File: config.mk
export PLATFORM = sky130hd
export DESIGN_NAME = der_signature_to_raw
export DESIGN_NICKNAME = d
export VERILOG_FILES = /design/src/sv/d2r_pkg.sv /design/src/sv/d2r_front.sv /design/src/sv/d2r_queue.sv /design/src/sv/d2r_back.sv /design/src/sv/der_signature_to_raw.sv
export SDC_FILE = /design/constraint.sdc
export NUM_CORES = 1
export LEC_CHECK = 0
export ABC_CLOCK_PERIOD_IN_PS = 5150
export BUFFER_PORTS_ARGS = -buffer_cell sky130_fd_sc_hd__buf_4
export CORE_MARGIN = 4
export CORE_UTILIZATION = 45
export DETAILED_ROUTE_END_ITERATION = 10
export PLACE_DENSITY = 0.66
export REMOVE_ABC_BUFFERS = 1
export SLEW_MARGIN = 0
export SYNTH_ARGS = -nofsm -noshare
export SYNTH_HDL_FRONTEND = slang
export SYNTH_SLANG_ARGS = --single-unit
File: constraint.sdc
create_clock -name clk -period 5.15 [get_ports clk]
set_input_delay 1.2875 -clock clk [delete_from_list [all_inputs] [get_ports clk]]
set_output_delay 1.2875 -clock clk [all_outputs]
set_load 0.005 [all_outputs]
File: src/sv/d2r_pkg.sv
// Shared types and constants for the DER signature to raw r||s converter.
package d2r_pkg;

	// DER sequence tag that must open every signature
	localparam logic [7:0] SEQ_TAG = 8'h30;

	// Part width limits and reset value of the unit_size register
	localparam logic [6:0] UNIT_MAX   = 7'd64;
	localparam logic [6:0] UNIT_MIN   = 7'd1;
	localparam logic [6:0] UNIT_RESET = 7'd32;

	// Register index of unit_size on the configuration port
	localparam logic [0:0] REG_UNIT_SIZE = 1'b0;

	// Command queue depth between front and back
	localparam int QUEUE_DEPTH = 2;

	// Parse position within the DER layout
	typedef enum logic [2:0] {
		PH_SEQ,
		PH_LEN,
		PH_RTAG,
		PH_RLEN,
		PH_RDATA,
		PH_STAG,
		PH_SLEN,
		PH_SDATA
	} phase_t;

	// Result status codes
	typedef enum logic [1:0] {
		ST_OK      = 2'd0,
		ST_BAD_TAG = 2'd1,
		ST_TRUNC   = 2'd2
	} status_t;

	// Work handed from the front to the back
	typedef enum logic [1:0] {
		CMD_DATA,
		CMD_PAD,
		CMD_ERR
	} cmd_kind_t;

	typedef struct packed {
		cmd_kind_t   kind;
		logic [7:0]  data;
		status_t     status;
		logic        last;
		logic [6:0]  count;
	} cmd_t;

endpackage

File: src/sv/d2r_front.sv
// Front end: parses DER bytes and turns each into at most one back-end command.
module d2r_front (
	input  logic             clk,
	input  logic             arst_n,
	input  logic             s_tvalid,
	output logic             s_tready,
	input  logic [7:0]       s_tdata,   // der_byte
	input  logic             s_tlast,   // der_last
	input  logic [6:0]       unit_size,
	input  logic             q_full,
	output logic             q_push,
	output d2r_pkg::cmd_t    q_cmd
);

	d2r_pkg::phase_t phase_q, phase_d;
	logic [7:0]      left_q, left_d;
	logic [7:0]      drop_q, drop_d;
	logic            discard_q, discard_d;

	logic [6:0]      unit_eff;
	logic [7:0]      left_dec;
	logic            accept;
	logic            has_cmd;
	logic            complete;
	logic            bad_tag;
	d2r_pkg::cmd_t   cmd;

	// Clamp the part width into its legal range
	always_comb begin
		if (unit_size == 7'd0) begin
			unit_eff = d2r_pkg::UNIT_MIN;
		end else if (unit_size > d2r_pkg::UNIT_MAX) begin
			unit_eff = d2r_pkg::UNIT_MAX;
		end else begin
			unit_eff = unit_size;
		end
	end

	assign s_tready = !q_full;
	assign accept   = s_tvalid && s_tready;
	assign left_dec = left_q - 8'd1;

	// Decode the byte against the parse position
	always_comb begin
		phase_d   = phase_q;
		left_d    = left_q;
		drop_d    = drop_q;
		discard_d = discard_q;
		has_cmd   = 1'b0;
		complete  = 1'b0;
		bad_tag   = 1'b0;
		cmd.kind   = d2r_pkg::CMD_DATA;
		cmd.data   = s_tdata;
		cmd.status = d2r_pkg::ST_OK;
		cmd.last   = 1'b0;
		cmd.count  = 7'd0;

		if (!discard_q) begin
			case (phase_q)
				d2r_pkg::PH_SEQ: begin
					if (s_tdata != d2r_pkg::SEQ_TAG) begin
						bad_tag = 1'b1;
					end else begin
						phase_d = d2r_pkg::PH_LEN;
					end
				end
				d2r_pkg::PH_LEN:  phase_d = d2r_pkg::PH_RTAG;
				d2r_pkg::PH_RTAG: phase_d = d2r_pkg::PH_RLEN;
				d2r_pkg::PH_STAG: phase_d = d2r_pkg::PH_SLEN;
				d2r_pkg::PH_RLEN, d2r_pkg::PH_SLEN: begin
					left_d = s_tdata;
					drop_d = (s_tdata > {1'b0, unit_eff}) ? s_tdata - {1'b0, unit_eff} : 8'd0;
					// Short part: queue a zero run ahead of the data
					if (s_tdata < {1'b0, unit_eff}) begin
						has_cmd   = 1'b1;
						cmd.kind  = d2r_pkg::CMD_PAD;
						cmd.data  = 8'd0;
						cmd.count = unit_eff - s_tdata[6:0];
						cmd.last  = (phase_q == d2r_pkg::PH_SLEN) && (s_tdata == 8'd0);
					end
					if (phase_q == d2r_pkg::PH_RLEN) begin
						phase_d = (s_tdata == 8'd0) ? d2r_pkg::PH_STAG : d2r_pkg::PH_RDATA;
					end else if (s_tdata == 8'd0) begin
						complete = 1'b1;
					end else begin
						phase_d = d2r_pkg::PH_SDATA;
					end
				end
				d2r_pkg::PH_RDATA, d2r_pkg::PH_SDATA: begin
					left_d = left_dec;
					// Drop leading bytes of an over-long part
					if (drop_q != 8'd0) begin
						drop_d = drop_q - 8'd1;
					end else begin
						has_cmd  = 1'b1;
						cmd.last = (phase_q == d2r_pkg::PH_SDATA) && (left_dec == 8'd0);
					end
					if (left_dec == 8'd0) begin
						if (phase_q == d2r_pkg::PH_RDATA) begin
							phase_d = d2r_pkg::PH_STAG;
						end else begin
							complete = 1'b1;
						end
					end
				end
				default: phase_d = d2r_pkg::PH_SEQ;
			endcase
		end

		// Resolve errors, completion and early end
		if (discard_q) begin
			if (s_tlast) begin
				discard_d = 1'b0;
				phase_d   = d2r_pkg::PH_SEQ;
			end
		end else if (bad_tag) begin
			has_cmd    = 1'b1;
			cmd.kind   = d2r_pkg::CMD_ERR;
			cmd.data   = 8'd0;
			cmd.status = d2r_pkg::ST_BAD_TAG;
			cmd.last   = 1'b1;
			phase_d    = d2r_pkg::PH_SEQ;
			left_d     = 8'd0;
			drop_d     = 8'd0;
			discard_d  = !s_tlast;
		end else if (complete) begin
			phase_d   = d2r_pkg::PH_SEQ;
			left_d    = 8'd0;
			drop_d    = 8'd0;
			discard_d = !s_tlast;
		end else if (s_tlast) begin
			has_cmd    = 1'b1;
			cmd.kind   = d2r_pkg::CMD_ERR;
			cmd.data   = 8'd0;
			cmd.status = d2r_pkg::ST_TRUNC;
			cmd.last   = 1'b1;
			cmd.count  = 7'd0;
			phase_d    = d2r_pkg::PH_SEQ;
			left_d     = 8'd0;
			drop_d     = 8'd0;
			discard_d  = 1'b0;
		end
	end

	assign q_push = accept && has_cmd;
	assign q_cmd  = cmd;

	// Advance the parser on every accepted word
	always_ff @(posedge clk or negedge arst_n) begin
		if (!arst_n) begin
			phase_q   <= d2r_pkg::PH_SEQ;
			left_q    <= 8'd0;
			drop_q    <= 8'd0;
			discard_q <= 1'b0;
		end else if (accept) begin
			phase_q   <= phase_d;
			left_q    <= left_d;
			drop_q    <= drop_d;
			discard_q <= discard_d;
		end
	end

endmodule

File: src/sv/d2r_queue.sv
// Short command FIFO between the parsing front and the emitting back.
module d2r_queue (
	input  logic             clk,
	input  logic             arst_n,
	input  logic             push,
	input  d2r_pkg::cmd_t    push_cmd,
	input  logic             pop,
	output logic             full,
	output logic             empty,
	output d2r_pkg::cmd_t    head
);

	localparam int PtrW = $clog2(d2r_pkg::QUEUE_DEPTH);
	localparam int CntW = $clog2(d2r_pkg::QUEUE_DEPTH + 1);

	d2r_pkg::cmd_t   mem_q [d2r_pkg::QUEUE_DEPTH];
	logic [PtrW-1:0] wr_ptr_q;
	logic [PtrW-1:0] rd_ptr_q;
	logic [CntW-1:0] count_q;

	assign full  = (count_q == CntW'(d2r_pkg::QUEUE_DEPTH));
	assign empty = (count_q == '0);
	assign head  = mem_q[rd_ptr_q];

	// Store pushed commands
	always_ff @(posedge clk) begin
		if (push) begin
			mem_q[wr_ptr_q] <= push_cmd;
		end
	end

	// Track pointers and fill level
	always_ff @(posedge clk or negedge arst_n) begin
		if (!arst_n) begin
			wr_ptr_q <= '0;
			rd_ptr_q <= '0;
			count_q  <= '0;
		end else begin
			if (push) begin
				wr_ptr_q <= (wr_ptr_q == PtrW'(d2r_pkg::QUEUE_DEPTH - 1)) ? '0 : wr_ptr_q + 1'b1;
			end
			if (pop) begin
				rd_ptr_q <= (rd_ptr_q == PtrW'(d2r_pkg::QUEUE_DEPTH - 1)) ? '0 : rd_ptr_q + 1'b1;
			end
			if (push && !pop) begin
				count_q <= count_q + 1'b1;
			end else if (pop && !push) begin
				count_q <= count_q - 1'b1;
			end
		end
	end

endmodule

File: src/sv/d2r_back.sv
// Back end: expands queued commands into result words behind an output register.
module d2r_back (
	input  logic             clk,
	input  logic             arst_n,
	input  logic             q_empty,
	input  d2r_pkg::cmd_t    q_head,
	output logic             q_pop,
	output logic             m_tvalid,
	input  logic             m_tready,
	output logic [7:0]       m_tdata,   // raw_byte
	output logic [1:0]       m_tuser,   // status
	output logic             m_tlast    // raw_last
);

	logic [6:0] pad_cnt_q;
	logic [6:0] pad_next;
	logic       m_tvalid_q;
	logic [7:0] m_tdata_q;
	logic [1:0] m_tuser_q;
	logic       m_tlast_q;

	logic       issue;
	logic       run_end;
	logic [7:0] out_data;
	logic [1:0] out_user;
	logic       out_last;

	assign pad_next = pad_cnt_q + 7'd1;
	assign run_end  = (pad_next == q_head.count);
	assign issue    = !q_empty && (!m_tvalid_q || m_tready);

	// Form the next result word from the queue head
	always_comb begin
		out_data = q_head.data;
		out_user = q_head.status;
		out_last = q_head.last;
		q_pop    = 1'b0;
		case (q_head.kind)
			d2r_pkg::CMD_PAD: begin
				out_data = 8'd0;
				out_last = q_head.last && run_end;
				q_pop    = issue && run_end;
			end
			d2r_pkg::CMD_DATA, d2r_pkg::CMD_ERR: begin
				q_pop = issue;
			end
			default: begin
				q_pop = issue;
			end
		endcase
	end

	// Count zero bytes within a pad run
	always_ff @(posedge clk or negedge arst_n) begin
		if (!arst_n) begin
			pad_cnt_q <= 7'd0;
		end else if (issue && (q_head.kind == d2r_pkg::CMD_PAD)) begin
			pad_cnt_q <= run_end ? 7'd0 : pad_next;
		end
	end

	// Hold the result word until the sink takes it
	always_ff @(posedge clk or negedge arst_n) begin
		if (!arst_n) begin
			m_tvalid_q <= 1'b0;
		end else if (issue) begin
			m_tvalid_q <= 1'b1;
		end else if (m_tready) begin
			m_tvalid_q <= 1'b0;
		end
	end

	always_ff @(posedge clk) begin
		if (issue) begin
			m_tdata_q <= out_data;
			m_tuser_q <= out_user;
			m_tlast_q <= out_last;
		end
	end

	assign m_tvalid = m_tvalid_q;
	assign m_tdata  = m_tdata_q;
	assign m_tuser  = m_tuser_q;
	assign m_tlast  = m_tlast_q;

endmodule

File: src/sv/der_signature_to_raw.sv
// Top level of the DER signature to raw r||s converter.
//
// Channel  Dir  Words                 Fields (low bit up)
// s_*      in   DER bytes             tdata: der_byte[7:0]; tlast: der_last
// m_*      out  raw r||s bytes        tdata: raw_byte[7:0]; tuser: status[1:0]; tlast: raw_last
// APB      in   register access       unit_size at byte address 0
//
// Tag, length and data bytes are each parsed as one input word. A length byte
// of a short part queues a zero run of up to the clamped unit_size bytes that
// the back emits at one byte per cycle while m_tready holds; a two-entry
// command queue lets the parser run ahead meanwhile. Reset clears the parser,
// queue and output register; unit_size returns to 32. The input stalls only
// while the queue is full, and the back stalls only on m_tready.
module der_signature_to_raw (
	input  logic        clk,
	input  logic        arst_n,
	input  logic        s_tvalid,
	output logic        s_tready,
	input  logic [7:0]  s_tdata,    // der_byte[7:0]
	input  logic        s_tlast,
	output logic        m_tvalid,
	input  logic        m_tready,
	output logic [7:0]  m_tdata,    // raw_byte[7:0]
	output logic [1:0]  m_tuser,    // status[1:0]
	output logic        m_tlast,
	input  logic        psel,
	input  logic        penable,
	input  logic        pwrite,
	input  logic [2:0]  paddr,
	input  logic [31:0] pwdata,
	output logic [31:0] prdata,
	output logic        pready
);

	logic [6:0]     unit_size_q;
	logic           q_full;
	logic           q_empty;
	logic           q_push;
	logic           q_pop;
	d2r_pkg::cmd_t  push_cmd;
	d2r_pkg::cmd_t  q_head;

	// Register port
	assign pready = 1'b1;
	assign prdata = (paddr[2] == d2r_pkg::REG_UNIT_SIZE) ? {25'd0, unit_size_q} : 32'd0;

	always_ff @(posedge clk or negedge arst_n) begin
		if (!arst_n) begin
			unit_size_q <= d2r_pkg::UNIT_RESET;
		end else if (psel && penable && pwrite && pready &&
		             (paddr[2] == d2r_pkg::REG_UNIT_SIZE)) begin
			unit_size_q <= pwdata[6:0];
		end
	end

	d2r_front u_front (
		.clk       (clk),
		.arst_n    (arst_n),
		.s_tvalid  (s_tvalid),
		.s_tready  (s_tready),
		.s_tdata   (s_tdata),
		.s_tlast   (s_tlast),
		.unit_size (unit_size_q),
		.q_full    (q_full),
		.q_push    (q_push),
		.q_cmd     (push_cmd)
	);

	d2r_queue u_queue (
		.clk      (clk),
		.arst_n   (arst_n),
		.push     (q_push),
		.push_cmd (push_cmd),
		.pop      (q_pop),
		.full     (q_full),
		.empty    (q_empty),
		.head     (q_head)
	);

	d2r_back u_back (
		.clk      (clk),
		.arst_n   (arst_n),
		.q_empty  (q_empty),
		.q_head   (q_head),
		.q_pop    (q_pop),
		.m_tvalid (m_tvalid),
		.m_tready (m_tready),
		.m_tdata  (m_tdata),
		.m_tuser  (m_tuser),
		.m_tlast  (m_tlast)
	);

	// Error words carry a zero byte and close the signature
	a_err_form: assert property (@(posedge clk) disable iff (!arst_n)
		(m_tvalid && (m_tuser != d2r_pkg::ST_OK)) |-> (m_tlast && (m_tdata == 8'd0)))
		else $error("error result without last mark or with nonzero byte");

	// Never push into a full queue
	a_no_overflow: assert property (@(posedge clk) disable iff (!arst_n)
		q_push |-> !q_full)
		else $error("command queue overflow");

	// Never pop an empty queue
	a_no_underflow: assert property (@(posedge clk) disable iff (!arst_n)
		q_pop |-> !q_empty)
		else $error("command queue underflow");

	// Status code stays within its defined values
	a_status_range: assert property (@(posedge clk) disable iff (!arst_n)
		m_tvalid |-> (m_tuser == d2r_pkg::ST_OK || m_tuser == d2r_pkg::ST_BAD_TAG ||
		              m_tuser == d2r_pkg::ST_TRUNC))
		else $error("undefined status code");

endmodule

==> results of run 1 <==
==> report_power, final <==
group / leakage [nW] / internal [mW] / switching, mW
sequential: 0.978 / 0.973 / 0.0896
combinational: 1.49 / 0.404 / 0.535
clock: 0.151 / 0.380 / 0.291
total: 2.62 / 1.76 / 0.915
==> kinds of logic after synthesis <==
kind of cell | count (synthesis) | synth area share
muxes | 28 | 0.0551
buffers and inverters | 79 | 0.0783
DFF | 90 | 0.451
and+or+nand+nor | 179 | 0.171
other | 2 | 0.00135
adders and majority gates | 20 | 0.0477
xor gates and xnor gates | 24 | 0.0378
AOI/OAI and AO/OA | 123 | 0.158
==> area by class of cell <==
type / instances / area [um^2] / area share
Timing Repair Buffer: 48 / 360 / 0.0581
Tap cell: 168 / 210 / 0.0339
Clock buffer: 9 / 225 / 0.0363
Inverter: 31 / 116 / 0.0188
Clock inverter: 7 / 75.1 / 0.0121
Multi-Input combinational cell: 400 / 2710 / 0.437
Sequential cell: 90 / 2510 / 0.404
==> stage by stage <==
step                utilization  instance area (um^2)  power, mW  worst slack, ps
finish                    0.514                  6200       2.67             1240
CTS                       0.514                  6200       2.70             1230
global placement          0.490                  5900       2.00              908
detailed placement        0.490                  5900       2.02              889
global route              0.514                  6200       2.85              977
floorplan                     -                  5330       1.70              916
==> layer usage <==
layer | GRT usage | vias up
li1 | - | 1982
met1 | 0.230 | 1957
met2 | 0.296 | 107
met3 | 0.0366 | 19
met4 | 0.0587 | 0
met5 | 0 | -
==> registers in the layout (all words and copies together), names as in the netlist <==
signal,flops
u_front.drop_q,8
u_back.m_tvalid,1
u_back.m_tlast,1
u_front.phase_q,3
u_back.m_tdata,8
u_back.m_tuser,2
u_front.discard_q,1
u_queue.rd_ptr_q,1
u_queue.wr_ptr_q,1
u_queue.mem_q,40
unit_size_q,7
u_back.pad_cnt_q,7
u_front.left_q,8
u_queue.count_q,2
==> worst paths after layout <==
path	slack (ps)	from	endpoint	cells after the start
min in group asynchronous	930	arst_n	u_back.m_tvalid$_DFFE_PN0P_	1
max reg2reg	1250	unit_size_q[3]$_DFFE_PN0P_	u_queue.mem_q[1][15]$_DFFE_PP_	14
min reg2reg	500	u_queue.count_q[1]$_DFFE_PN0P_	u_queue.count_q[1]$_DFFE_PN0P_	1
max	1240	s_tdata[0]	u_queue.mem_q[1][15]$_DFFE_PP_	13
max in group asynchronous	3820	arst_n	unit_size_q[5]$_DFFE_PN1P_	1
min	500	u_queue.count_q[1]$_DFFE_PN0P_	u_queue.count_q[1]$_DFFE_PN0P_	1
==> worst max-delay path, stage by stage <==
cell      delay, ps
buf_4           130
inv_1           110
ha_1            190
inv_1            50
fa_1            430
a211oi_2        280
o21ai_0         180
a211o_1         370
nor2_1          140
o31ai_1         160
inv_1           120
and2_1          200
buf_4           280
==> cell usage after synthesis (all sizes together), types with 2 or more instances <==
cell type and instances:
clkbuf 11, nor3 14, nand4b 2, edfxtp 51, o221ai 2, xor2 9
nor4 6, nand4 4, a21o 4, ha 18, dfrtp 38, conb 2
o211a 2, or4 4, or3b 2, xnor2 15, o21ai 30, and3b 3
mux2 11, nor2b 14, a22oi 3, or2 3, or3 8, nand3 5
o21a 7, nor2 51, buf 37, nor3b 4, o21bai 3, o22ai 5
a21boi 2, nand2 44, fa 2, and2 6, a211oi 5, a21oi 17
nand2b 6, inv 30, o31ai 8, mux2i 17, a22o 12, a31oi 8
==> results.py, run 1 <==
metrics = {
    "global_route": {
        "grt_first_pass_wirelength_um": 20000,
        "grtUsageTotal": 0.177,
        "antenna_found_initial": 0,
        "grt_max_degree": 40,
        "grt_pass1_vias": 3908,
        "overflow": 0,
    },
    "detailed_routing": {
        "vias": 4065,
        "drt_iter0_drc": 267,
        "via_per_inst": 5.40,
        "routedWlPerCell_um": 16.2,
        "wl_met1_um": 5610,
        "wl_met2_um": 5920,
        "drc": 0,
        "route.met3.wl_um": 507,
        "wirelength_um": 12200,
        "drt_pass1_iterations": 5,
        "top_layer": "met4",
        "ant_nets": 0,
    },
    "layout": {
        "syn_to_final_growth_pct": 11.5,
        "drive_above_1_share": 0.161,
        "layout_common_cells": "51 x nor2_1, 51 x edfxtp_1, 48 x buf_4",
        "nFillCells": 1100,
        "finalNetCount": 651,
        "insertedDiodeCount": 0,
        "stdcell_count": 753,
    },
    "logic_synthesis": {
        "yosys.area.top_type_share": 0.275,
        "syn_avg_cell_area_um2": 10.2,
        "syn_inst": 545,
        "synth_edf_count": 51,
        "syn_area_um2": 5560,
        "synth-main-ff-cell": "edfxtp_1",
        "synth_area_leaders": "edfxtp_1 28%, dfrtp_1 17%, ha_1 4.0%",
        "ys_seq_area_frac": 0.451,
        "synth_largest_area_cell": "edfxtp_1",
        "synth-async-reset-ratio": 0.433,
        "ys_warn_count": 0,
        "ys_ff_latch": 90,
        "ys_types": 75,
    },
    "power_and_ir_drop": {
        "vdd.ir_drop.worst_mv": 0.245,
        "powerDensity_nw_per_um2": 431,
        "p_leak_nw": 2.62,
    },
    "cts": {
        "cts_resized": 0,
        "cts_made_buffers": 9,
        "cts_root_buf": "clkbuf_16",
        "cts_tree": "built",
        "clk_path_buf_depth": 2,
        "postCtsSetupBuffers": 0,
        "clk_latency_ps": 350,
        "path_clk_slew_ps": 70,
        "clock_sinks": 90,
        "hold_buffers": 0,
        "htreeDepth": 3,
    },
    "outcome": {
        "status": "complete, no violations",
    },
    "timing": {
        "setup_viol": 0,
        "final_hold_viol_count": 0,
        "max_freq_mhz": 256,
        "hold-worst-slack_ps": 497,
        "tightest_slew_ps": 881,
        "skew_ps": 9.45,
        "fin_crit_ps": 3910,
        "slew_headroom": 0.410,
        "tns_ps": 0,
        "rsz0062_at_grt": "no",
        "drv_slew": 0,
        "finalCritPeriodShare": 0.759,
    },
    "setup_path": {
        "end_kind": "flop",
        "start_kind": "input pin",
        "crit_path_max_fanout": 18,
        "critical_path_arrival_ps": 3930,
        "crit_type": "input pin to flop",
        "required_ps": 5180,
    },
    "floorplanning": {
        "die_w_um": 119,
        "io_pins": 97,
        "dieArea_um2": 14200,
        "rows": 40,
        "die_y_um": 119,
        "initial_core_util": 0.461,
        "coreArea_um2": 12100,
    },
    "place": {
        "portBuffers": 43,
        "dp_cells": 737,
        "dp_hpwl_um": 9020,
        "place_congestion": 0.877,
    },
    "run": {
        "drv_cap": 0,
    },
    "min_path": {
        "hp-class": "flop to flop",
    },
}
No activity file was read; power rests on OpenSTA's default activity.
==> run 2, diff against run 1 <==
--- a/config.mk
+++ b/config.mk
@@ -5,7 +5,7 @@
 export SDC_FILE = /design/constraint.sdc
 export NUM_CORES = 1
 export LEC_CHECK = 0
-export ABC_CLOCK_PERIOD_IN_PS = 5150
+export ABC_CLOCK_PERIOD_IN_PS = 3600
 export BUFFER_PORTS_ARGS = -buffer_cell sky130_fd_sc_hd__buf_4
 export CORE_MARGIN = 4
 export CORE_UTILIZATION = 45
==> constraint.sdc (replaced) <==
create_clock -name clk -period 3.6 [get_ports clk]
set_input_delay 0.9 -clock clk [delete_from_list [all_inputs] [get_ports clk]]
set_output_delay 0.9 -clock clk [all_outputs]
set_load 0.005 [all_outputs]
==> run 2 against run 1 <==
  * Hold slack worse by 1.7 ps
  * Clock power up 35%
  * Cell count up 3.3%
  * Global-route usage up 0.33 points
  * Sequential cell count unchanged
  * Sequential share of layout area down 1.5 points
  * Critical path depth down 1
  * Clock-buffer cell count unchanged
  * Largest cell class unchanged
  * Highest routed layer unchanged
==> results.py, run 2 (synthesis results as in run 1) <==
metrics = {
    "outcome": {
        "status": "complete, no violations",
    },
    "setup_path": {
        "start_kind": "flop",
        "crit_path_max_fanout": 8,
        "rr_worst_depth": 12,
        "critical_path_arrival_ps": 3650,
        "r2r-end": "u_queue.mem_q[0][5]$_DFFE_PP_",
        "rrSetupSlack_ps": 140,
        "crit_type": "flop to flop",
        "end_kind": "flop",
        "timing.rr.start": "unit_size_q[3]$_DFFE_PN0P_",
        "required_ps": 3790,
    },
    "power_and_ir_drop": {
        "pwr-share-clk": 0.232,
        "swShare": 0.346,
        "comb_power_share": 0.382,
        "seqPwrFrac": 0.386,
        "p_leak_nw": 2.74,
        "powerDensity_nw_per_um2": 605,
        "vdd.ir_drop.worst_mv": 0.352,
        "netSwitchingPower_mw": 1.35,
        "cellInternalPower_mw": 2.55,
    },
    "layout": {
        "fin_area_um2": 6440,
        "insertedDiodeCount": 0,
        "layout_common_cells": "70 x buf_4, 51 x edfxtp_1, 50 x nor2_1",
        "finalNetCount": 676,
        "drive_above_1_share": 0.200,
        "top_register": "u_queue.mem_q",
        "stdcell_count": 778,
        "nFillCells": 1072,
        "layout_commonest_cell": "buf_4",
        "syn_to_final_growth_pct": 15.8,
        "largest_reg_flops": 40,
    },
    "detailed_routing": {
        "route.met3.wl_um": 652,
        "top_layer": "met4",
        "wl_met1_um": 5440,
        "via_per_inst": 5.42,
        "wirelength_um": 12400,
        "drt_pass1_iterations": 4,
        "ant_nets": 0,
        "drt_iter0_drc": 343,
        "wl_met2_um": 5910,
        "vias": 4215,
        "routedWlPerCell_um": 16.0,
        "drc": 0,
    },
    "global_route": {
        "grtUsageTotal": 0.181,
        "antenna_found_initial": 0,
        "grt_max_degree": 40,
        "grt_first_pass_wirelength_um": 20600,
        "overflow": 0,
        "grt_pass1_vias": 4202,
    },
    "min_path": {
        "min_from": "u_queue.wr_ptr_q$_DFFE_PN0N_",
        "hp-class": "flop to flop",
        "hold_end": "u_queue.wr_ptr_q$_DFFE_PN0N_",
        "whs_path_depth": 1,
    },
    "cts": {
        "cts_root_buf": "clkbuf_16",
        "clk_latency_ps": 350,
        "cts_made_buffers": 9,
        "path_clk_slew_ps": 70,
        "clock_sinks": 90,
        "clk_path_buf_depth": 2,
        "cts_tree": "built",
        "hold_buffers": 0,
        "htreeDepth": 3,
    },
    "timing": {
        "skew_ps": 5.01,
        "setup_viol": 0,
        "max_freq_mhz": 289,
        "worst_slack_ps": 140,
        "tightest_slew_ps": 862,
        "hold-worst-slack_ps": 496,
        "final_hold_viol_count": 0,
        "slew_headroom": 0.423,
        "rsz0062_at_grt": "yes",
        "fin_crit_ps": 3460,
        "finalCritPeriodShare": 0.961,
        "drv_slew": 0,
    },
    "place": {
        "place_congestion": 0.879,
        "dp_slack_ps": -22.1,
        "dp_hpwl_um": 9410,
        "portBuffers": 43,
        "dp_cells": 760,
        "place_area_um2": 6100,
    },
    "floorplanning": {
        "coreArea_um2": 12100,
        "io_pins": 97,
        "die_y_um": 119,
        "die_w_um": 119,
        "initial_core_util": 0.461,
        "dieArea_um2": 14200,
        "rows": 40,
    },
    "run": {
        "drv_cap": 0,
    },
}
[run 2: cell count changes in the layout (fill, tap and decap cells not counted), moves of 2 or more]
cell / previous run / this run
buf_12: 0 / 2
buf_4: 48 / 70
clkinv_2: 2 / 0
nor3_2: 3 / 1
nor3_4: 0 / 2
[run 2: area by class of cell]
| class | count | area, um^2 | area share |
|---|---|---|---|
| Clock buffer | 9 | 225 | 0.0350 |
| Clock inverter | 7 | 57.6 | 0.00893 |
| Inverter | 31 | 116 | 0.0181 |
| Multi-Input combinational cell | 400 | 2740 | 0.424 |
| Sequential cell | 90 | 2510 | 0.389 |
| Tap cell | 168 | 210 | 0.0326 |
| Timing Repair Buffer | 73 | 591 | 0.0917 |
[run 2: timing repair]
action | 4_1_cts | 5_1_grt
gates cloned | 0 | 1
gates resized for setup | 2 | 5
setup buffers | 0 | 1
setup endpoints to repair | 34 | 53
pin swaps | 0 | 2
[run 2: critical path: stages, from the launching register on]
cell and delay (ps):
dfrtp_1 370, or4_1 510, nor2_1 100, o21a_1 140, ha_1 170, inv_1 50, fa_1 400, a211oi_2 230
o21ai_1 120, a211o_1 310, or4_1 490, buf_4 200, nor3_4 200
[run 2: power by group through the flow]
| stage | clock (mW) | combinational [mW] | sequential, mW |
|---|---|---|---|
| CTS | 0.931 | 1.48 | 1.51 |
| global placement | 0 | 1.44 | 1.52 |
| floorplan | 0 | 0.876 | 1.56 |
| global route | 0.980 | 1.65 | 1.53 |
| detailed placement | 0 | 1.47 | 1.53 |
| finish | 0.906 | 1.49 | 1.50 |
[run 2: worst max-delay path by stage]
stage,from,to,slack (ps),cells after the start
after global routing,unit_size_q[3]$_DFFE_PN0P_,u_queue.count_q[1]$_DFFE_PN0P_,-30,16
after global placement,unit_size_q[3]$_DFFE_PN0P_,u_queue.mem_q[1][16]$_DFFE_PP_,40,14
final,unit_size_q[3]$_DFFE_PN0P_,u_queue.mem_q[0][5]$_DFFE_PP_,140,12
after CTS,unit_size_q[3]$_DFFE_PN0P_,u_queue.mem_q[1][5]$_DFFE_PP_,30,12
after detailed placement,unit_size_q[3]$_DFFE_PN0P_,u_queue.mem_q[1][15]$_DFFE_PP_,-20,14
after floorplan,unit_size_q[3]$_DFFE_PN0P_,u_queue.mem_q[0][0]$_DFFE_PP_,-360,12
[run 2: routing by layer]
layer  track usage  vias to the layer above
met5             0                        -
met4        0.0760                        0
met3        0.0541                       32
met2         0.289                      121
met1         0.228                     2036
li1              -                     2026
[run 2: through the flow]
stage	total power, mW	TNS [ps]	utilization
floorplan	2.44	-8720	-
global placement	2.96	0	0.506
detailed placement	3.00	-410	0.506
CTS	3.92	0	0.530
global route	4.16	-42.9	0.534
finish	3.90	0	0.534
==> run 3, diff against run 2 <==
--- a/config.mk
+++ b/config.mk
@@ -9,6 +9,7 @@
 export BUFFER_PORTS_ARGS = -buffer_cell sky130_fd_sc_hd__buf_4
 export CORE_MARGIN = 4
 export CORE_UTILIZATION = 45
+export CTS_CLUSTER_SIZE = 16
 export DETAILED_ROUTE_END_ITERATION = 10
 export PLACE_DENSITY = 0.66
 export REMOVE_ABC_BUFFERS = 1
==> constraint.sdc (replaced) <==
create_clock -name clk -period 3.6 [get_ports clk]
set_input_delay 0.18 -clock clk [delete_from_list [all_inputs] [get_ports clk]]
set_output_delay 0.18 -clock clk [all_outputs]
set_load 0.005 [all_outputs]
==> run 3 against run 2 <==
  * Critical path depth grew 1
  * Clock power increased by 13%
  * Hold slack got worse by 420 ps
  * Highest routed layer unchanged
  * Die area unchanged
==> results.py, run 3 (synthesis results as in run 1) <==
metrics = {
    "cts": {
        "htreeDepth": 3,
        "path_clk_slew_ps": 60,
        "cts_made_buffers": 9,
        "postCtsSetupBuffers": 0,
        "clk_latency_ps": 350,
        "clock_sinks": 90,
        "cts_root_buf": "clkbuf_16",
        "cts_tree": "built",
        "clk_path_buf_depth": 2,
    },
    "power_and_ir_drop": {
        "seqPwrFrac": 0.388,
        "cellInternalPower_mw": 2.64,
        "vdd.ir_drop.worst_mv": 0.376,
        "comb_power_share": 0.355,
        "pwr-share-clk": 0.257,
        "powerDensity_nw_per_um2": 622,
        "swShare": 0.332,
        "p_total_mw": 3.96,
        "netSwitchingPower_mw": 1.31,
        "p_leak_nw": 2.69,
    },
    "place": {
        "place_congestion": 0.881,
        "dp_slack_ps": -21.8,
        "portBuffers": 43,
        "dp_hpwl_um": 9130,
    },
    "timing": {
        "skew_ps": 11.7,
        "hold-worst-slack_ps": 72.5,
        "slew_headroom": 0.421,
        "finalCritPeriodShare": 0.930,
        "rsz0062_at_grt": "no",
        "drv_slew": 0,
        "max_freq_mhz": 299,
        "fin_crit_ps": 3350,
        "worst_slack_ps": 252,
        "tightest_slew_ps": 865,
        "final_hold_viol_count": 0,
        "setup_viol": 0,
    },
    "global_route": {
        "antenna_found_initial": 0,
        "grt_first_pass_wirelength_um": 19500,
        "overflow": 0,
        "grtUsageTotal": 0.169,
        "grt_pass1_vias": 3883,
        "grt_max_degree": 40,
    },
    "detailed_routing": {
        "vias": 4108,
        "ant_nets": 0,
        "drt_pass1_iterations": 5,
        "wirelength_um": 12100,
        "drt_iter0_drc": 222,
        "routedWlPerCell_um": 15.8,
        "via_per_inst": 5.37,
        "drc": 0,
    },
    "layout": {
        "syn_to_final_growth_pct": 14.4,
        "finalNetCount": 663,
        "layout_commonest_cell": "buf_4",
        "layout_common_cells": "57 x buf_4, 51 x edfxtp_1, 49 x nor2_1",
        "largest_reg_flops": 40,
        "drive_above_1_share": 0.186,
        "top_register": "u_queue.mem_q",
        "insertedDiodeCount": 0,
    },
    "floorplanning": {
        "dieArea_um2": 14200,
        "io_pins": 97,
        "die_y_um": 119,
        "rows": 40,
        "initial_core_util": 0.461,
        "coreArea_um2": 12100,
        "die_w_um": 119,
    },
    "setup_path": {
        "crit_path_max_fanout": 18,
        "crit_type": "flop to flop",
        "slowest_delay_ps": 510,
        "start_kind": "flop",
        "critical_path_arrival_ps": 3400,
        "critical-path-top-delay-family": "simple AND/OR/NAND/NOR gates",
        "required_ps": 3650,
        "crit_buf_inv": 2,
        "end_kind": "flop",
        "timing.rr.start": "unit_size_q[3]$_DFFE_PN0P_",
        "crit_chain": "or4_1 -> nor2_1 -> o21a_1 -> ha_1 -> inv_1 -> fa_2 -> a211oi_2 -> o21ai_2 -> a211o_1 -> nor2_2 -> o31ai_2 -> nor2_1 -> buf_12",
        "crit_start": "unit_size_q[3]$_DFFE_PN0P_",
        "crit_path_top_delay_cell": "or4_1",
        "cpMostUsedCell": "nor2_1",
    },
    "min_path": {
        "hp-class": "input pin to flop",
        "min_from": "pwdata[0]",
    },
    "run": {
        "drv_cap": 0,
    },
    "outcome": {
        "status": "complete, no violations",
    },
}
run 3: cell count changes in the layout (fill, tap and decap cells not counted), sizes merged:
cell         previous run  this run
buf                    72        59
bufinv                  0         2
dlygate4sd3             0         1
inv                    35        32
run 3: worst paths after layout:
check                                                       to  slack [ps]  depth (start not counted)
worst max register to register  u_queue.mem_q[0][14]$_DFFE_PP_         250                         13
worst min-delay path                unit_size_q[0]$_DFFE_PN0P_          70                          2
max in group asynchronous           unit_size_q[5]$_DFFE_PN1P_        2840                          2
min in group asynchronous          u_back.m_tvalid$_DFFE_PN0P_         370                          2
worst min register to register  u_queue.count_q[1]$_DFFE_PN0P_         490                          1
worst max-delay path            u_queue.mem_q[0][14]$_DFFE_PP_         250                         13
run 3: repair_timing:
item / CTS / global route
gates resized for setup: 2 / 6
hold buffers: 1 / 0
cloned: 0 / 0
endpoints found under the hold margin: 38 / 0
pin swaps: 0 / 4
endpoints found under the setup margin: 4 / 50
run 3: final cells by class:
cell class,instances,area [um^2]
Multi-Input combinational cell,400,2730
Clock inverter,6,90.1
Inverter,31,116
Clock buffer,10,229
Sequential cell,90,2510
Fill cell,1060,5700
Timing Repair Buffer,60,478
Tap cell,168,210
run 3: routing by layer:
metal,track usage,vias to the layer above,share of wire
met5,0,-,0
met4,0.0391,0,0.012
met3,0.0413,13,0.049
met2,0.284,122,0.49
met1,0.222,1969,0.45
li1,-,2004,-
run 3: per-stage QoR:
step           instance area (um^2)   util  instances  TNS (ps)
5_1_grt                        6360  0.528        765         0
2_1_floorplan                  5330      -        521     -8720
3_5_place_dp                   6010  0.498        748     -43.5
3_3_place_gp                   6010  0.498        748         0
6_report                       6360  0.528        765         0
4_1_cts                        6350  0.526        765         0
run 3: worst register-to-register path: cells and delay by family (launching register included):
family | cells | cell delay [ps]
simple gates | 4 | 1010
compound gates | 5 | 910
buf+inv | 2 | 260
flops | 1 | 370
fa+ha+maj | 2 | 510
run 3: power groups by stage:
stage                     Combinational (mW)  Sequential (mW)  Clock (mW)
after floorplan                        0.876             1.56           0
after global placement                  1.37             1.55           0
after detailed placement                1.39             1.56           0
after CTS                               1.40             1.54        1.04
after global routing                    1.55             1.56        1.09
final                                   1.41             1.53        1.02
